<file path="src/design/srle_pkg.sv">
// ----------------------------------------------------------------------------
// srle_pkg: shared types and constants of the subpicture run-length decoder
// Result record, push bundle, register indexes and code thresholds.
// ----------------------------------------------------------------------------
package srle_pkg;

    localparam int COORD_BITS_DEF = 12;   // default coordinate width
    localparam int CFG_W          = 13;   // width of a configuration register
    localparam int MAX_RUNS       = 3;    // results one byte can cause
    localparam int QUEUE_DEPTH    = 4;    // result queue slots
    localparam int TDATA_OUT_W    = 40;   // packed result payload

    // register indexes of the configuration port
    localparam logic CFG_LINE_WIDTH = 1'b0;
    localparam logic CFG_LINE_COUNT = 1'b1;

    localparam logic [CFG_W-1:0] RESET_WIDTH = 13'd720;
    localparam logic [CFG_W-1:0] RESET_COUNT = 13'd288;

    // a code is complete once it reaches these values after 1, 2, 3 nibbles
    localparam logic [13:0] CODE_MIN_1 = 14'h004;
    localparam logic [13:0] CODE_MIN_2 = 14'h010;
    localparam logic [13:0] CODE_MIN_3 = 14'h040;

    localparam logic [1:0] HELD_THREE = 2'd3;

    typedef struct packed {
        logic        status;        // 1 = data ended before picture complete
        logic [11:0] row;
        logic [11:0] start_column;
        logic [12:0] run_length;
        logic [1:0]  color_index;
        logic        picture_done;
        logic        last_of_item;
    } t_run;

    // results of one byte, compacted from slot 0 up
    typedef struct packed {
        logic [1:0]                cnt;
        t_run [MAX_RUNS-1:0]       run;
    } t_push;

endpackage

</file>
<file path="src/design/srle_decode.sv">
// ----------------------------------------------------------------------------
// srle_decode: byte-wide run-length code decoder
// Holds the code and position state, decodes both nibbles of a byte
// combinationally and hands up to three results to the result queue.
// ----------------------------------------------------------------------------
module srle_decode #(
    parameter int COORD_BITS = srle_pkg::COORD_BITS_DEF
) (
    input  logic                  i_clk,
    input  logic                  i_rst_n,
    input  logic                  i_en,
    input  logic [7:0]            i_byte,
    input  logic                  i_last,
    input  logic [COORD_BITS:0]   i_width,
    input  logic [COORD_BITS:0]   i_count,
    output srle_pkg::t_push       o_push
);

    localparam int WW = COORD_BITS + 1;
    localparam int LW = (WW > 12) ? WW : 12;

    typedef struct packed {
        logic                  complete;
        logic                  line_end;
        logic                  done;
        logic [9:0]            acc;
        logic [1:0]            held;
        logic [COORD_BITS-1:0] col;
        logic [COORD_BITS-1:0] row;
        srle_pkg::t_run        run;
    } t_step;

    function automatic t_step f_step(
        input logic [9:0]            acc,
        input logic [1:0]            held,
        input logic [COORD_BITS-1:0] col,
        input logic [COORD_BITS-1:0] row,
        input logic [3:0]            nib,
        input logic [WW-1:0]         w,
        input logic [WW-1:0]         h
    );
        t_step       s;
        logic [13:0] v;
        logic [WW-1:0] remain;
        logic [LW-1:0] remain_l;
        logic [LW-1:0] len_code;
        logic [LW-1:0] len;
        logic [LW:0]   x;
        logic [WW-1:0] y;
        v        = {acc, nib};
        s        = '0;
        s.col    = col;
        s.row    = row;
        unique case (held)
            2'd0:    s.complete = (v >= srle_pkg::CODE_MIN_1);
            2'd1:    s.complete = (v >= srle_pkg::CODE_MIN_2);
            2'd2:    s.complete = (v >= srle_pkg::CODE_MIN_3);
            default: s.complete = 1'b1;
        endcase
        remain   = (WW'(col) < w) ? (w - WW'(col)) : '0;
        remain_l = LW'(remain);
        len_code = LW'(v[13:2]);
        if (held == srle_pkg::HELD_THREE && v < srle_pkg::CODE_MIN_1) begin
            len = remain_l;                       // fill to end of line
        end else begin
            len = (len_code > remain_l) ? remain_l : len_code;
        end
        x = (LW+1)'(col) + (LW+1)'(len);
        y = WW'(row) + WW'(1);
        if (!s.complete) begin
            s.acc  = v[9:0];
            s.held = held + 2'd1;
        end else begin
            s.run.status       = 1'b0;
            s.run.row          = 12'(row);
            s.run.start_column = 12'(col);
            s.run.run_length   = 13'(len);
            s.run.color_index  = v[1:0];
            s.line_end         = (x >= (LW+1)'(w));
            if (s.line_end) begin
                s.col  = '0;
                s.done = (y >= h);
                s.row  = s.done ? '0 : y[COORD_BITS-1:0];
            end else begin
                s.col  = x[COORD_BITS-1:0];
            end
            s.run.picture_done = s.done;
        end
        return s;
    endfunction

    logic [9:0]            r_acc;
    logic [1:0]            r_held;
    logic [COORD_BITS-1:0] r_col;
    logic [COORD_BITS-1:0] r_row;
    logic                  r_finished;

    t_step          s_hi;
    t_step          s_lo;
    t_step          s_end;
    logic           take_lo;
    logic           fin_now;
    logic           underrun;
    srle_pkg::t_run c_run [srle_pkg::MAX_RUNS];
    logic [srle_pkg::MAX_RUNS-1:0] c_vld;
    srle_pkg::t_push push;

    always_comb begin
        s_hi    = f_step(r_acc, r_held, r_col, r_row, i_byte[7:4], i_width, i_count);
        take_lo = !s_hi.line_end && !s_hi.done;     // line end drops the low nibble
        s_lo    = f_step(s_hi.acc, s_hi.held, s_hi.col, s_hi.row, i_byte[3:0],
                         i_width, i_count);
        s_end   = take_lo ? s_lo : s_hi;
        fin_now = s_hi.done || (take_lo && s_lo.done);
        underrun = i_last && !fin_now;

        c_run[0] = s_hi.run;
        c_run[1] = s_lo.run;
        c_run[2] = '0;
        c_run[2].status       = 1'b1;
        c_run[2].row          = 12'(s_end.row);
        c_run[2].start_column = 12'(s_end.col);
        c_vld = {underrun, take_lo && s_lo.complete, s_hi.complete};

        push = '0;
        if (!r_finished) begin
            for (int k = 0; k < srle_pkg::MAX_RUNS; k++) begin
                if (c_vld[k]) begin
                    push.run[push.cnt] = c_run[k];
                    push.cnt           = push.cnt + 2'd1;
                end
            end
            if (push.cnt != 2'd0) begin
                push.run[push.cnt - 2'd1].last_of_item = 1'b1;
            end
        end
    end

    assign o_push = push;

    always_ff @(posedge i_clk) begin
        if (!i_rst_n) begin
            r_acc      <= '0;
            r_held     <= '0;
            r_col      <= '0;
            r_row      <= '0;
            r_finished <= 1'b0;
        end else if (i_en && !r_finished) begin
            r_acc      <= s_end.acc;
            r_held     <= s_end.held;
            r_col      <= s_end.col;
            r_row      <= s_end.row;
            r_finished <= fin_now || underrun;
        end
    end

    // once stopped, decoding stays stopped until reset
    a_finished_sticks: assert property (@(posedge i_clk) disable iff (!i_rst_n)
        r_finished |=> r_finished)
        else $error("finished flag cleared without reset");

    // a stopped decoder yields nothing
    a_no_runs_after_finish: assert property (@(posedge i_clk) disable iff (!i_rst_n)
        r_finished |-> (o_push.cnt == 2'd0))
        else $error("results after picture finished");

    // the last byte of data always ends decoding
    a_last_byte_finishes: assert property (@(posedge i_clk) disable iff (!i_rst_n)
        (i_en && i_last) |=> r_finished)
        else $error("final byte did not stop decoding");

    // an incomplete code is never carried across a line end
    a_line_end_clears_code: assert property (@(posedge i_clk) disable iff (!i_rst_n)
        (i_en && !r_finished && s_hi.line_end) |=> (r_held == 2'd0))
        else $error("code state kept across line end");

endmodule

</file>
<file path="src/design/subpicture_rle_decode_core.sv">
// ----------------------------------------------------------------------------
// subpicture_rle_decode_core: DVD subpicture run-length field decoder
// Takes the encoded field one byte per transfer and emits one run per result
// transfer with its row, start column, length and color index.
// ----------------------------------------------------------------------------
//
//  channel   direction  handshake               payload
//  -------   ---------  ---------------------   ----------------------------------
//  s         in         i_s_tvalid/o_s_tready   tdata = data_byte, tlast = final_byte
//  m         out        o_m_tvalid/i_m_tready   tdata = run fields, tuser = status,
//                                               tlast = last_of_item
//  cfg       in         i_cfg_wr_en             i_cfg_addr, i_cfg_wdata
//
//  A byte is captured into the input register, decoded from it once the queue has
//  room (both nibbles, at most three results) and written into a four-slot result
//  queue. One byte per cycle is taken while each byte yields at most one result and
//  the receiver does not stall; the single result port drains one result per cycle,
//  so a byte with two or three results holds back the bytes behind it. The first
//  result of a byte is offered once it has been decoded from the input register into the queue.
//  Reset is synchronous and active low and clears the decode
//  state, the queue and the registers to 720 x 288; no clearing pass follows.
//  Stalls on the result side back up through the queue to o_s_tready.
//
module subpicture_rle_decode_core #(
    parameter int COORD_BITS = srle_pkg::COORD_BITS_DEF
) (
    input  logic                               i_clk,
    input  logic                               i_rst_n,
    // encoded byte stream
    input  logic                               i_s_tvalid,
    output logic                               o_s_tready,
    input  logic [7:0]                         i_s_tdata,   // [7:0] data_byte
    input  logic                               i_s_tlast,   // final_byte
    // decoded runs
    output logic                               o_m_tvalid,
    input  logic                               i_m_tready,
    // [11:0] row, [23:12] start_column, [36:24] run_length,
    // [38:37] color_index, [39] picture_done
    output logic [srle_pkg::TDATA_OUT_W-1:0]   o_m_tdata,
    output logic                               o_m_tuser,   // status
    output logic                               o_m_tlast,   // last_of_item
    // configuration writes
    input  logic                               i_cfg_wr_en,
    input  logic                               i_cfg_addr,
    input  logic [srle_pkg::CFG_W-1:0]         i_cfg_wdata
);

    localparam int WW = COORD_BITS + 1;
    localparam int DW = (WW > srle_pkg::CFG_W) ? WW : srle_pkg::CFG_W;
    localparam int QD = srle_pkg::QUEUE_DEPTH;
    localparam int CW = $clog2(QD + 1);

    // zero means one, anything above 2^COORD_BITS means 2^COORD_BITS
    function automatic logic [WW-1:0] f_clamp(input logic [srle_pkg::CFG_W-1:0] v);
        logic [DW-1:0] e;
        logic [DW-1:0] lim;
        e   = DW'(v);
        lim = DW'(1) << COORD_BITS;
        if (e == '0) begin
            e = DW'(1);
        end else if (e > lim) begin
            e = lim;
        end
        return WW'(e);
    endfunction

    // configuration, stored already clamped
    logic [WW-1:0] r_width;
    logic [WW-1:0] r_count;

    always_ff @(posedge i_clk) begin
        if (!i_rst_n) begin
            r_width <= f_clamp(srle_pkg::RESET_WIDTH);
            r_count <= f_clamp(srle_pkg::RESET_COUNT);
        end else if (i_cfg_wr_en) begin
            unique case (i_cfg_addr)
                srle_pkg::CFG_LINE_WIDTH: r_width <= f_clamp(i_cfg_wdata);
                srle_pkg::CFG_LINE_COUNT: r_count <= f_clamp(i_cfg_wdata);
            endcase
        end
    end

    // input register
    logic       r_in_vld;
    logic [7:0] r_in_byte;
    logic       r_in_last;
    logic       fire;

    // result queue, slot 0 is the head
    srle_pkg::t_run r_q [QD];
    srle_pkg::t_run n_q [QD];
    srle_pkg::t_run sh  [QD];
    logic [CW-1:0]  r_cnt;
    logic [CW-1:0]  n_cnt;
    logic [CW-1:0]  base;
    logic [CW-1:0]  off;
    logic           pop;

    srle_pkg::t_push push;

    // decode only when the queue can take a full byte's worth of results
    assign fire       = r_in_vld && (r_cnt <= CW'(QD - srle_pkg::MAX_RUNS));
    assign o_s_tready = !r_in_vld || fire;

    always_ff @(posedge i_clk) begin
        if (!i_rst_n) begin
            r_in_vld <= 1'b0;
        end else if (o_s_tready) begin
            r_in_vld <= i_s_tvalid;
        end
    end

    always_ff @(posedge i_clk) begin
        if (o_s_tready && i_s_tvalid) begin
            r_in_byte <= i_s_tdata;
            r_in_last <= i_s_tlast;
        end
    end

    srle_decode #(
        .COORD_BITS (COORD_BITS)
    ) u_decode (
        .i_clk   (i_clk),
        .i_rst_n (i_rst_n),
        .i_en    (fire),
        .i_byte  (r_in_byte),
        .i_last  (r_in_last),
        .i_width (r_width),
        .i_count (r_count),
        .o_push  (push)
    );

    // advance the queue by the popped head, then append this cycle's results
    always_comb begin
        pop  = (r_cnt != '0) && i_m_tready;
        base = r_cnt - CW'(pop);
        for (int i = 0; i < QD - 1; i++) begin
            sh[i] = r_q[i + 1];
        end
        sh[QD-1] = r_q[QD-1];
        off = '0;
        for (int i = 0; i < QD; i++) begin
            n_q[i] = r_q[i];
            off    = CW'(i) - base;
            if (CW'(i) < base) begin
                n_q[i] = pop ? sh[i] : r_q[i];
            end else if (fire && off < CW'(push.cnt)) begin
                n_q[i] = push.run[off[1:0]];
            end
        end
        n_cnt = base + (fire ? CW'(push.cnt) : '0);
    end

    always_ff @(posedge i_clk) begin
        if (!i_rst_n) begin
            r_cnt <= '0;
        end else begin
            r_cnt <= n_cnt;
        end
    end

    always_ff @(posedge i_clk) begin
        r_q <= n_q;
    end

    // head of queue drives the result channel
    assign o_m_tvalid = (r_cnt != '0);
    assign o_m_tdata  = {r_q[0].picture_done, r_q[0].color_index, r_q[0].run_length,
                         r_q[0].start_column, r_q[0].row};
    assign o_m_tuser  = r_q[0].status;
    assign o_m_tlast  = r_q[0].last_of_item;

endmodule

</file>
<file path="config.mk">
export PLATFORM = sky130hd
export DESIGN_NAME = subpicture_rle_decode_core
export DESIGN_NICKNAME = d
export VERILOG_FILES = /design/src/design/srle_pkg.sv /design/src/design/srle_decode.sv /design/src/design/subpicture_rle_decode_core.sv
export SDC_FILE = /design/constraint.sdc
export NUM_CORES = 1
export LEC_CHECK = 0
export BUFFER_PORTS_ARGS = -buffer_cell sky130_fd_sc_hd__buf_2
export CAP_MARGIN = 40
export CORE_MARGIN = 1.5
export CORE_UTILIZATION = 50
export DETAILED_ROUTE_END_ITERATION = 6
export HOLD_SLACK_MARGIN = 0.15
export PLACE_DENSITY = 0.65
export SYNTH_ARGS = -nofsm -noshare
export SYNTH_HDL_FRONTEND = slang
export SYNTH_SLANG_ARGS = --single-unit
</file>
<file path="constraint.sdc">
create_clock -name i_clk -period 21.9 [get_ports i_clk]
set_input_delay 4.38 -clock i_clk [delete_from_list [all_inputs] [get_ports i_clk]]
set_output_delay 4.38 -clock i_clk [all_outputs]
set_load 0.01 [all_outputs]
</file>
; ---- After elaboration in Yosys (flattened, before gate mapping)
; Cells that the tools add are included.
[op_classes]
n_addsub = 17
n_lt_le_gt_ge = 36
eq_ne = 9
mux = 62
n_bitwise = 2
reduce_logical = 39
[op_table]
columns = cell, n
row1 = $mux 42, 17
row2 = $mux 128, 5
row3 = $bwmux 126, 3
row4 = $bmux 42 s2, 4
row5 = $demux 42 s2, 3
row6 = $mux 65, 2
row7 = $mux 126, 1
row8 = $mux 13, 8
row9 = $mux 12, 8
row10 = $mux 78, 1
row11 = $add 12x13->14, 2
row12 = $ge 14x13->1, 2
row13 = $ge 14x3->1 const B, 2
row14 = $ge 14x5->1 const B, 2
row15 = $ge 14x7->1 const B, 2
row16 = $lt 14x3->1 const B, 2
row17 = $add 12x1->13 const B, 2
row18 = $ge 13x13->1, 2
row19 = $gt 12x13->1, 2
row20 = $lt 12x13->1, 2
row21 = $sub 13x12->13, 2
row22 = $lt 2x3->1 const B, 7
row23 = $logic_and 1x1->1, 17
row24 = $gt 13x13->1 const B, 1
row25 = 25 further kinds, 66
[word_totals]
register_bits = 244
input_bits = 28
out_inout_bits = 44
word_cells = 204

; ---- Logic depth before layout (Yosys ltp)
[logic_depth]
depth_word = 40
mapped_depth = 87
mapped_depth_nobuf = 85

; ---- Modules after synthesis
; From an unflattened synthesis, not the netlist that was laid out.
[unflattened]
cells_unflattened = 2376
area_unflattened_um2 = 20458.4
[by_module_without_submodules]
columns = module, instances, cells_per_inst, area_per_inst_um2, seq_area_each_um2
row1 = subpicture_rle_decode_core, 1, 1067, 11258.3, 5915.7
row2 = srle_decode, 1, 1309, 9200.1, 740.7

; ---- Worst setup path after synthesis
; No wires, ideal clock.
[synth_timing]
kind = register to register
from = register u_decode.r_col[1]
to = register r_q[0] (netlist bit) (enable)
setup_time_ns = 0.546
t_arrival_ns = 19.936
path_slack_ns = 1.418
stages_incl_launch_ff = 83
path_buffers = 6
path_cell_list = dfxtp_1 -> inv_1 -> ha_1 -> nor2b_1 -> o21bai_1 -> a311oi_1 -> o31a_1 -> clkbuf_1 -> nand2_1 -> ha_1 -> nor2b_1 -> o21a_1 -> o21a_1 -> o21ai_0 -> nand2b_1 -> a21oi_1 -> o211ai_1 -> a31oi_1 -> (+47 left out) -> o21ai_0 -> nand2_1 -> xor2_1 -> ha_1 -> a21o_1 -> a211o_1 -> a221oi_1 -> a21boi_0 -> a311o_2 -> nand4_4 -> and3_1 -> buf_2 -> buf_4 -> o21ai_1 -> nand2b_1 -> ha_1 -> a21oi_1 -> nor4_1
[synth_via]
elab_chain_cells = 28
[synth_rtl]
columns = item, line
row1 = start: declaration, srle_decode.sv:94  ; logic [COORD_BITS-1:0] r_col;
row2 = start signal: assignment, srle_decode.sv:151  ; r_col <= s_end.col;
row3 = $sub 13x12->13 or $lt 12x13->1 (tied branches), srle_decode.sv:60  ; remain = (WW'(col) < w) ? (w - WW'(col)) : '0;
row4 = $mux 13, srle_decode.sv:60
row5 = $gt 12x13->1, srle_decode.sv:66  ; len = (len_code > remain_l) ? remain_l : len_code;
row6 = $mux 13, srle_decode.sv:66
row7 = $mux 13, srle_decode.sv:63  ; if (held == srle_pkg::HELD_THREE && v < srle_pkg::CODE_MIN_1) begin
row8 = $add 12x13->14, srle_decode.sv:68  ; x = (LW+1)'(col) + (LW+1)'(len);
row9 = $ge 14x13->1, srle_decode.sv:79  ; s.line_end = (x >= (LW+1)'(w));
row10 = $mux 12, srle_decode.sv:80  ; if (s.line_end) begin
row11 = (+11 left out), -
row12 = $logic_or 1x1->1, srle_decode.sv:114  ; fin_now = s_hi.done || (take_lo && s_lo.done);
row13 = $logic_not 1->1, srle_decode.sv:115  ; underrun = i_last && !fin_now;
row14 = $logic_and 1x1->1, srle_decode.sv:115
row15 = $mux 128 (*), srle_decode.sv:128  ; if (c_vld[k]) begin
row16 = $mux 128 (*) (2 in series), srle_decode.sv:126  ; if (!r_finished) begin
row17 = $lt 3x2->1 (*), subpicture_rle_decode_core.sv:147  ; end else if (fire && off < CW'(push.cnt)) begin
row18 = $logic_and 1x1->1 (*), subpicture_rle_decode_core.sv:147
row19 = $reduce_and 2->1 (no source line) (*), -
row20 = end signal: assignment, subpicture_rle_decode_core.sv:163  ; r_q <= n_q;
row21 = end: declaration, subpicture_rle_decode_core.sv:90  ; srle_pkg::t_run r_q [QD];
; Mark *: on every way between the ends. The rest lies on a longest branch, timed or not. The select of a mux whose other input is x is not followed.
; A chain may end at the register's enable or synchronous reset.

; ---- Final worst setup path
[layout_timing]
from = register u_decode.r_col[2]
to = register r_q[107] (netlist bit) (enable)
[layout_via]
elab_chain_cells = 29
[layout_rtl]
columns = item, line
row1 = $sub 13x12->13 or $lt 12x13->1 (tied branches), srle_decode.sv:60
row2 = $mux 13, srle_decode.sv:60
row3 = $gt 12x13->1, srle_decode.sv:66
row4 = $mux 13, srle_decode.sv:66
row5 = $mux 13, srle_decode.sv:63
row6 = $add 12x13->14, srle_decode.sv:68
row7 = $ge 14x13->1, srle_decode.sv:79
row8 = $mux 12, srle_decode.sv:80
row9 = (+12 left out), -
row10 = $logic_not 1->1, srle_decode.sv:115
row11 = $logic_and 1x1->1, srle_decode.sv:115
row12 = $mux 128 (*), srle_decode.sv:128
row13 = $mux 128 (*) (2 in series), srle_decode.sv:126
row14 = $lt 3x2->1 (*), subpicture_rle_decode_core.sv:147
row15 = $logic_and 1x1->1 (*), subpicture_rle_decode_core.sv:147
row16 = $reduce_bool 2->1 (no source line) (*), -
row17 = $reduce_and 2->1 (no source line) (*), -
; Marks and branches as above.

==> Implementation_results.wiki <==
{| class="wikitable"
! Metric !! Value
|-
| N_diodes || 0
|-
| Areal power density over the cells || 170 mW/mm^2
|-
| Final Cycle Share || 0.919
|-
| Max clock buf depth || 3
|-
| Global-route usage over all layers || 0.339
|-
| Count of placed standard cells including taps || 2696
|-
| Fraction of layout instances using a drive strength above 1 || 0.0997
|-
| Number of buffers inserted during clock tree synthesis || 28
|-
| Total global routing overflow || 0
|-
| Post-synth EDFFs || 177
|-
| Vias after detailed routing || 17800
|-
| Leakage dissipation || 0.00824 uW
|-
| Worst slack at placement || 1.69 ns
|-
| Clock tree root buffer cell || sky130_fd_sc_hd__clkbuf_16
|-
| Post-Synthesis Mean Instance Area || 8.55 um^2
|-
| Clock tree from TritonCTS || yes
|-
| Initial cell density of the core || 0.507
|-
| Total DRC errors in the routed layout || 0
|-
| Core box area || 0.0377 mm^2
|-
| Number of synthesized register bits || 244
|-
| Share of the yosys chip area belonging to registers || 0.349
|-
| Maximum frequency from static timing analysis || 0.0497 GHz
|-
| Maximum number of pins on one net before global-route repair || 62
|-
| Final estimated routing congestion in global placement || 0.994
|-
| First-pass GRT wire length || 101000 um
|-
| Top cells by count, synth || 245 x sky130_fd_sc_hd__nand2_1, 213 x sky130_fd_sc_hd__nor2_1, 177 x sky130_fd_sc_hd__edfxtp_1
|-
| Worst hold path startpoint || r_count[12]$_SDFFE_PN0P_
|-
| Maximum vdd ir drop || 0.000112 V
|-
| Fraction of the mapped netlist area in compound gates || 0.243
|-
| Largest family of logic cells by synthesized area || compound AO/OA/AOI/OAI gates
|-
| Arithmetic-cell share of the synthesized area counting full adders, half adders and majority gates || 0.103
|-
| Async SR Flop Fraction || 0
|-
| Maximum fanout along the worst path || 27
|-
| Met1 layer usage reported by global route || 0.479
|-
| Slew at the pin closest to its max-slew limit || 0.939 ns
|-
| Clock-pin slew on the worst setup and hold paths || 0.07 ns
|-
| Via count of the first global-routing pass || 16700
|-
| Final setup violation count || 0
|-
| Tmin final || 20.13 ns
|-
| Crit Path Category || flop to flop
|-
| Input/output buffers || 71
|-
| Critical register-to-register path startpoint || u_decode.r_col[2]$_SDFFE_PN0P_
|-
| Setup Total Neg Slack || 0 ns
|-
| Antenna violations before repair || 1
|-
| Number of placement rows || 71
|-
| Number of warning messages in the yosys log || 0
|-
| Clk Latency, worst-skew pair || 0.58 ns
|-
| Parity-gate share of the synthesized area counting xor and xnor cells || 0.0266
|-
| Chip Height || 198 um
|-
| Cell count after synthesis || 2234
|-
| Setup repair after global routing missed its margin || no
|-
| Multiplexer fraction of the synthesized cell area || 0.0367
|-
| Synth top area cells || sky130_fd_sc_hd__edfxtp_1 28%, sky130_fd_sc_hd__ha_1 9.8%, sky130_fd_sc_hd__dfxtp_1 7.0%
|-
| Normalized max-slew margin || 0.367
|-
| Die boundary width || 198 um
|-
| Top_reg_cell synth || sky130_fd_sc_hd__edfxtp_1
|-
| Design Power || 3510 uW
|-
| Slowest stage cell on the critical path || sky130_fd_sc_hd__a2111oi_0
|-
| GR Util met3 || 0.0588
|-
| Kind of start point of the critical path || flop
|-
| Cell type with the highest aggregate area in the netlist || sky130_fd_sc_hd__edfxtp_1
|-
| Simple logic cell fraction of the synthesized area || 0.173
|-
| Cell mode on critical path || sky130_fd_sc_hd__ha_1
|-
| Number of nets still failing antenna checks after routing || 0
|-
| Number of levels in the clock H-tree || 1
|-
| Global routing met2 resource utilization || 0.520
|-
| Worst path arrival time || 20.35 ns
|-
| Cells on worst reg2reg path || 86
|-
| Req. time, crit path || 22.12 ns
|-
| Crit path setup slack, layout || 1.77 ns
|-
| Detailed Route WL || 66700 um
|-
| Layer with the highest usage after global routing || met2
|-
| Worst setup EP type || flop
|-
| DP HPWL || 49700 um
|-
| Hold Path Class || flop to flop
|-
| Final Hold Viols || 0
|-
| Overall die area || 0.0394 mm^2
|-
| Min-Delay Path Depth || 2
|-
| Detailed-routing iteration count for the pre-antenna-repair pass || 7
|-
| Skew final || 0.0225 ns
|-
| CP Launch Point || u_decode.r_col[2]$_SDFFE_PN0P_
|-
| Unique cell type count in the Yosys netlist || 96
|-
| Maximum Capacitance Violations || 0
|-
| Non-filler instance count after layout || 2748
|-
| First-iteration detailed-routing DRC count || 2006
|-
| Drt via density || 6.47
|-
| Max Transition Viols Final || 0
|-
| Synthesis-to-finish area growth || 8.30%
|-
| Result of the run || completed
|-
| Crit-path max cell delay || 0.58 ns
|-
| Nets || 2397
|-
| Most frequently used cell type in the post-synthesis netlist || sky130_fd_sc_hd__nand2_1
|-
| Synth Net Count || 2416
|-
| Clock sink total || 244
|-
| Post-Synthesis Cell Area || 0.0191 mm^2
|-
| Avg WL per Cell || 24.3 um
|-
| Hold buffers post-CTS || 0
|-
| Area fraction of the dominant cell type after synthesis || 0.278
|-
| Number of primary I/O pins || 72
|}
==> power breakdown <==
group / switching [uW] / total (uW) / internal, uW
sequential: 66.8 / 828 / 761
combinational: 1510 / 2200 / 686
clock: 209 / 487 / 277
==> layer usage <==
layer	wire length, um	vias to the layer above
met2	29100	1062
met1	28300	8428
li1	-	8180
met4	2290	0
met5	0	-
met3	7040	120
==> cell usage in the layout, fill, tap and decap left out, drive strengths merged, types with 13 or more instances in the layout <==
cell type	Yosys	layout
a21oi	177	177
o21ai	122	122
inv	135	137
mux2i	55	55
nor3	63	63
mux2	13	13
ha	149	149
nand4	25	25
nand2	245	245
buf	67	115
a22o	31	31
and2	19	19
and3	17	17
o22ai	19	19
clkinv	3	15
a21o	44	44
clkbuf	97	30
xor2	17	17
o31ai	24	24
nand2b	19	19
o21a	24	24
nor2	213	213
a211oi	34	34
nand3	58	58
xnor2	41	41
edfxtp	177	177
a31oi	31	31
dfxtp	67	67
a22oi	58	58
nor4	13	13
==> critical path, delay by kind of cell, from the launching register on <==
family	cells	cell delay (ns)
XOR/XNOR	1	0.15
adder cells (fa/ha/maj)	11	3.37
AO/OA/AOI/OAI	46	9.94
flip-flops	1	0.44
multiplexers	2	0.72
buffers and inverters	9	1.55
AND/OR/NAND/NOR	17	3.50
==> kinds of logic after synthesis <==
logic type / after synthesis
adders and majority gates: 154
muxes: 68
and+or+nand+nor: 720
AOI/OAI and AO/OA: 688
buffers and inverters: 302
DFF: 244
xor gates and xnor gates: 58
==> state kept, by name (all words and copies together), names as in the netlist <==
register / count
r_in_last: 1
r_q: 126
r_in_vld: 1
o_m_tuser: 1
o_m_tdata: 40
r_in_byte: 8
o_m_tlast: 1
r_width: 13
u_decode.r_row: 12
r_count: 13
u_decode.r_held: 2
u_decode.r_acc: 10
u_decode.r_finished: 1
r_cnt: 3
u_decode.r_col: 12
==> worst paths after layout <==
check | endpoint | slack, ns
setup / recovery | r_q[107]$_DFFE_PP_ | 1.77
hold / removal | r_count[12]$_SDFFE_PN0P_ | 0.47
setup reg to reg | r_q[107]$_DFFE_PP_ | 1.77
hold reg to reg | r_count[12]$_SDFFE_PN0P_ | 0.47
==> per-stage QoR <==
stage                     instance area [um^2]  utilization  hold slack, ns
after global routing                     20700        0.549           0.489
after detailed placement                 19700        0.523           0.460
after global placement                   19600        0.520           0.448
after CTS                                20700        0.548           0.469
final                                    20700        0.549           0.470
after floorplan                          19100            -           0.436
==> layout make-up <==
| type | instances | area [um^2] |
|---|---|---|
| clock buffers | 30 | 729 |
| clock inverters | 22 | 209 |
| fillers | 3551 | 17000 |
| inverters | 138 | 518 |
| multi-input cells | 1688 | 11200 |
| flip-flops and latches | 244 | 6660 |
| well taps | 511 | 639 |
| repair buffers | 115 | 726 |
==> repair_timing <==
action,4_1_cts,5_1_grt
setup buffers,0,0
endpoints found under the setup margin,0,80
endpoints found under the hold margin,0,0
resized for setup,0,7
Note: power is estimated with default switching activity, not from simulation.
